File: src/gwm_pkg.sv
// ----------------------------------------------------------------------------
// gwm_pkg
// Types, codes and helper functions for the glob wildcard matcher.
// ----------------------------------------------------------------------------
package gwm_pkg;

    // Default size of the element store
    localparam int GWM_MAX_ELEMENTS = 32;

    // Beat function codes
    typedef enum logic [1:0] {
        FUNC_APPEND = 2'd0,
        FUNC_MEMBER = 2'd1,
        FUNC_BYTE   = 2'd2,
        FUNC_END    = 2'd3
    } t_func;

    // Element kinds; unknown codes behave as literals
    localparam logic [2:0] KIND_LITERAL = 3'd0;
    localparam logic [2:0] KIND_ANY_ONE = 3'd1;
    localparam logic [2:0] KIND_ANY_RUN = 3'd2;
    localparam logic [2:0] KIND_SET     = 3'd3;
    localparam logic [2:0] KIND_NOT_SET = 3'd4;

    // Input beat
    typedef struct packed {
        t_func      func;
        logic [2:0] elem_kind;
        logic [7:0] symbol;
        logic       restart;
        logic       last;
    } t_in_beat;

    // Result beat
    typedef struct packed {
        logic matched;
        logic overflow;
    } t_out_beat;

    // Per-cell write control
    typedef struct packed {
        logic       load;   // append element into this cell
        logic       clear;  // new pattern starts, drop this cell's element
        logic       add;    // add a set member to this cell
        logic [2:0] kind;
        logic [7:0] sym;
    } t_cell_ctl;

    // Subject byte broadcast to every cell
    typedef struct packed {
        logic [7:0] sym;
        logic [7:0] sym_alt;  // other ASCII case
        logic [7:0] sym_low;  // lower ASCII case
        logic       fold;
    } t_subj;

    function automatic logic [7:0] lower_ascii(input logic [7:0] c);
        logic [7:0] r;
        r = c;
        if (c >= 8'h41 && c <= 8'h5A) r = c + 8'h20;
        return r;
    endfunction

    function automatic logic [7:0] other_case(input logic [7:0] c);
        logic [7:0] r;
        r = c;
        if (c >= 8'h41 && c <= 8'h5A) r = c + 8'h20;
        else if (c >= 8'h61 && c <= 8'h7A) r = c - 8'h20;
        return r;
    endfunction

endpackage

File: src/gwm_cell.sv
// ----------------------------------------------------------------------------
// gwm_cell
// One pattern element: holds kind, byte and set mask, matches the subject
// byte and passes advance and star-closure bits to the next cell.
// ----------------------------------------------------------------------------
module gwm_cell import gwm_pkg::*; (
    input  logic      i_clk,
    input  logic      i_rst_n,
    input  t_cell_ctl i_ctl,
    input  t_subj     i_subj,
    input  logic      i_cur,    // this position alive before the byte
    input  logic      i_adv,    // left neighbour advanced into this position
    input  logic      i_carry,  // closure carried over a star on the left
    output logic      o_adv,
    output logic      o_carry,
    output logic      o_closed
);

    logic         r_used;
    logic [2:0]   r_kind;
    logic [7:0]   r_byte;
    logic [255:0] r_mask;
    logic         n_used;

    logic is_star;
    logic live;
    logic set_hit;
    logic ok;

    // Element present flag
    assign n_used = i_ctl.load | (r_used & ~i_ctl.clear);

    always_ff @(posedge i_clk) begin
        if (!i_rst_n) begin
            r_used <= 1'b0;
        end else begin
            r_used <= n_used;
        end
    end

    // Element payload and set mask
    always_ff @(posedge i_clk) begin
        if (i_ctl.load) begin
            r_kind <= i_ctl.kind;
            r_byte <= i_ctl.sym;
            r_mask <= '0;
        end else if (i_ctl.add) begin
            r_mask[i_ctl.sym] <= 1'b1;
        end
    end

    // Byte match
    assign set_hit = r_mask[i_subj.sym] | (i_subj.fold & r_mask[i_subj.sym_alt]);

    always_comb begin
        case (r_kind)
            KIND_ANY_ONE: ok = 1'b1;
            KIND_SET:     ok = set_hit;
            KIND_NOT_SET: ok = ~set_hit;
            default: begin
                if (i_subj.fold) ok = (lower_ascii(r_byte) == i_subj.sym_low);
                else             ok = (r_byte == i_subj.sym);
            end
        endcase
    end

    // Advance and closure chain
    assign is_star  = (r_kind == KIND_ANY_RUN);
    assign live     = i_cur & r_used;
    assign o_closed = i_adv | (live & is_star) | i_carry;
    assign o_adv    = live & ~is_star & ok;
    assign o_carry  = o_closed & r_used & is_star;

endmodule

File: config.mk
export PLATFORM = sky130hd
export DESIGN_NAME = gwm_cell
export DESIGN_NICKNAME = d
export VERILOG_FILES = /design/src/gwm_pkg.sv /design/src/gwm_cell.sv
export SDC_FILE = /design/constraint.sdc
export NUM_CORES = 1
export LEC_CHECK = 0
export ABC_AREA = 1
export BUFFER_PORTS_ARGS = -buffer_cell sky130_fd_sc_hd__buf_2
export CAP_MARGIN = 30
export CORE_MARGIN = 4
export CORE_UTILIZATION = 55
export DETAILED_ROUTE_END_ITERATION = 7
export PLACE_DENSITY = 0.72
export SYNTH_ARGS = -nofsm -noshare
export SYNTH_HDL_FRONTEND = slang
export SYNTH_SLANG_ARGS = --single-unit
File: constraint.sdc
create_clock -name i_clk -period 2 [get_ports i_clk]
set_clock_uncertainty 0.2 [all_clocks]
set_input_delay 0.1 -clock i_clk [delete_from_list [all_inputs] [get_ports i_clk]]
set_output_delay 0.1 -clock i_clk [all_outputs]
set_load 0.1 [all_outputs]
==> impl_metrics.yaml <==
run_status:
  status: "complete, but fails checks"
  violations: "setup timing"
sta:
  post-route-worst-setup-slack_ns: -0.775
  finalSetupViolCount: 2
  final-hold-violation-count: 0
  timing.fmax_mhz: 360
  final_min_period_over_clock_period_pct: 139
  fin_crit_ns: 2.78
  rsz_0062_raised_after_global_routing: "yes"
  max_slew.worst_pin.slew_ns: 0.741
  fin_setup_tns_ns: -0.896
  slew_violations: 0
  max_slew_margin_pct: 50.3
power:
  netSwitchingFraction_pct: 26.9
  p_clk_share_pct: 44.1
  finalPower_w: 0.0127
  power.ir.vdd_worst_mv: 0.691
  p_leak_nw: 6.41
  p_int_w: 0.00930
  p_per_area_nw_per_um2: 741
  p_sw_w: 0.00342
  power_frac_seq_pct: 42.7
  relative_contribution_of_combinational_cells_to_total_power_pct: 13.2
global_routing:
  wire_length_of_the_first_global_routing_pass_um: 79000
  antenna_found_initial: 0
  grt_start_max_net_pins: 72
  first_global_vias: 14500
  global_route.overflow_total: 0
  grt_use_total_pct: 34.7
cts:
  tritoncts: "built"
  cts-root-buf: "sky130_fd_sc_hd__clkbuf_16"
  cts_htree_levels: 1
  clock_edge_transition_at_the_registers_on_the_reported_setup_and_hold_paths_ns: 0.06
  cts-buffers-inserted: 29
  clock-sinks: 268
  cts_buffer_depth: 3
  clock_insertion_delay_worst_skew_ns: 0.56
synth:
  synthDistinctLibCells: 27
  postSynth.topFlopCell: "sky130_fd_sc_hd__dfxtp_1"
  yosys_warnings: 0
  synthesis.instances: 2144
  async_reset_ff_share_pct: 0
  synthesis.nets: 2189
  synth_sequential_area_ratio_pct: 39.4
  synth-edff-count: 11
  netlist_area_um2: 13900
  synthesis.area_per_instance_um2: 6.48
  synth_seq_cells: 268
placement:
  place_inst: 2545
  detailedPlacementHpwl_um: 32500
  finalWeightedCongestion: 0.983
  portBuffers: 46
  worst_slack_placed_ns: -0.354
setup_path:
  timing.critical_path.arrival_ns: 2.48
  cp.required_ns: 1.70
  r2r-end: "r_used$_SDFF_PN0_"
  setup.worst_path.end: "o_adv"
  reg2reg_slack_ns: 0.45
  timing_worst_setup_path_type: "reg2out"
  worstRegToRegCells: 4
  crit_path_start_kind: "register"
  r2r_start: "r_used$_SDFF_PN0_"
  crit_path_end_kind: "output pin"
  crit_fanout: 2
  crit_path_start: "r_byte[3]$_DFFE_PP_"
floorplan:
  floorplan.die.height_um: 167
  chipWidth_um: 167
  design.core.area_um2: 24600
  fp-row-count: 57
  start_util_pct: 56.5
  floorplan.io_pins: 47
  die-area_um2: 27900
flow_run:
  max_cap_viol_count: 0
route:
  detailedRoute.firstIterationViolations: 2490
  drc: 0
  postRouteWirelength_um: 51100
  routed_wire_length_per_instance_um: 19.5
  routed-via-count: 15800
  postRouteAntennaNets: 0
  post_drt_via_cell_ratio: 6.03
  drt_pass1_iterations: 6
layout:
  final_cells: 2614
  synth_to_layout_area_growth_pct: 23.5
  layout_cells_sized_above_1_pct: 15.5
  fin_nets: 2312
  antenna_cells_inserted: 0
worst_hold_path:
  hold_path_startpoint: "i_ctl[11]"
  worst_hold_class: "in2reg"
cell families after synthesis:
group	Yosys count	synth area share, %
xor gates and xnor gates	12	0.756
adders and majority gates	1	0.0900
AOI/OAI and AO/OA	528	19.3
buffers and inverters	341	10.0
DFF	268	39.4
and+or+nand+nor	994	30.4
worst min-delay path by stage:
stage / endpoint / slack [ns] / cells after the start
floorplan: r_byte[0]$_DFFE_PP_ / -0.001 / 0
global placement: r_kind[2]$_DFFE_PP_ / 0.08 / 1
global route: r_mask[180]$_SDFFE_PP0P_ / 0.04 / 6
CTS: r_mask[180]$_SDFFE_PP0P_ / 0.006 / 6
finish: r_mask[180]$_SDFFE_PP0P_ / 0.03 / 6
detailed placement: r_kind[2]$_DFFE_PP_ / 0.09 / 1
stage by stage:
step	hold slack, ns	area (um^2)	util, %
2_1_floorplan	-0.00113	13900	-
3_3_place_gp	0.0818	15900	64.5
3_5_place_dp	0.0854	15900	64.5
4_1_cts	0.00553	17100	69.5
5_1_grt	0.0362	17200	69.8
6_report	0.0266	17200	69.8
critical path, stage by stage (launching register included):
cell and delay [ns]:
sky130_fd_sc_hd__edfxtp_1 0.40, sky130_fd_sc_hd__nor3_2 0.19, sky130_fd_sc_hd__nand3_1 0.13, sky130_fd_sc_hd__nand3_2 0.09, sky130_fd_sc_hd__nor2_1 0.04, sky130_fd_sc_hd__or2_4 0.23, sky130_fd_sc_hd__xor2_1 0.17, sky130_fd_sc_hd__nand3_1 0.12
sky130_fd_sc_hd__a21oi_2 0.15, sky130_fd_sc_hd__nand2_2 0.08, sky130_fd_sc_hd__nor2_4 0.12, sky130_fd_sc_hd__buf_12 0.18
flip-flops by register name, indices dropped and copies added, names as in the netlist:
signal	cells
r_byte	8
r_kind	3
r_mask	256
r_used	1
Yosys cell counts (4+ instances only):
cell,count,area (um^2)
sky130_fd_sc_hd__buf_4,15,113
sky130_fd_sc_hd__nand3_1,358,1790
sky130_fd_sc_hd__o21ai_0,124,621
sky130_fd_sc_hd__a21oi_1,385,1930
sky130_fd_sc_hd__buf_1,11,41.3
sky130_fd_sc_hd__buf_2,39,195
sky130_fd_sc_hd__dfxtp_1,257,5140
sky130_fd_sc_hd__or2_2,4,25.0
sky130_fd_sc_hd__xor2_1,5,43.8
sky130_fd_sc_hd__nor2_1,162,608
sky130_fd_sc_hd__nand4_1,4,25.0
sky130_fd_sc_hd__nand2_1,446,1670
sky130_fd_sc_hd__xnor2_1,7,61.3
sky130_fd_sc_hd__inv_1,173,649
sky130_fd_sc_hd__o211ai_1,13,97.6
sky130_fd_sc_hd__nor3_1,18,90.1
sky130_fd_sc_hd__clkbuf_1,99,372
sky130_fd_sc_hd__edfxtp_1,11,330
cells in the final DEF, fill, tap and decap left out, drive strengths merged, types with 3 or more instances in the layout:
cell type / synthesis / final
or2: 4 / 4
xnor2: 7 / 7
o21ai: 127 / 127
bufinv: 0 / 3
a21oi: 385 / 385
nor3: 18 / 18
edfxtp: 11 / 11
clkbuf: 99 / 39
nand3: 358 / 358
xor2: 5 / 5
nor2: 162 / 162
o211ai: 13 / 13
dfxtp: 257 / 257
buf: 66 / 242
dlygate4sd3: 0 / 14
clkinv: 0 / 10
nand2: 446 / 446
inv: 176 / 176
nand4: 4 / 4
clkinvlp: 0 / 3
power by group through the flow:
stage          clock [W]  combinational, W  sequential [W]
2_1_floorplan          0          0.000869         0.00555
3_3_place_gp           0           0.00155         0.00554
3_5_place_dp           0           0.00156         0.00555
4_1_cts          0.00563           0.00160         0.00543
5_1_grt          0.00588           0.00177         0.00543
6_report         0.00560           0.00168         0.00543
layer usage:
layer	GRT usage (%)	vias up	share of wire (%)
met5	0	-	0
met2	53.2	1008	43
met4	15.6	0	5.1
met3	8.56	201	12
li1	-	7345	-
met1	46.4	7219	39
cell type report:
class,instances,area [um^2]
clock inverter,16,166
clock buffer,38,830
inverter,176,662
fill,2064,7440
multi-input combinational,1535,7230
timing repair buffer,257,2380
sequential,268,5490
tap,324,405
repair_timing:
action	4_1_cts	5_1_grt
endpoints found under the setup margin	3	4
gates resized for setup	28	21
endpoints found under the hold margin	85	0
hold buffers	14	0
setup buffers	1	0
pin swaps	9	2
Note: power is estimated with default switching activity, not from simulation.
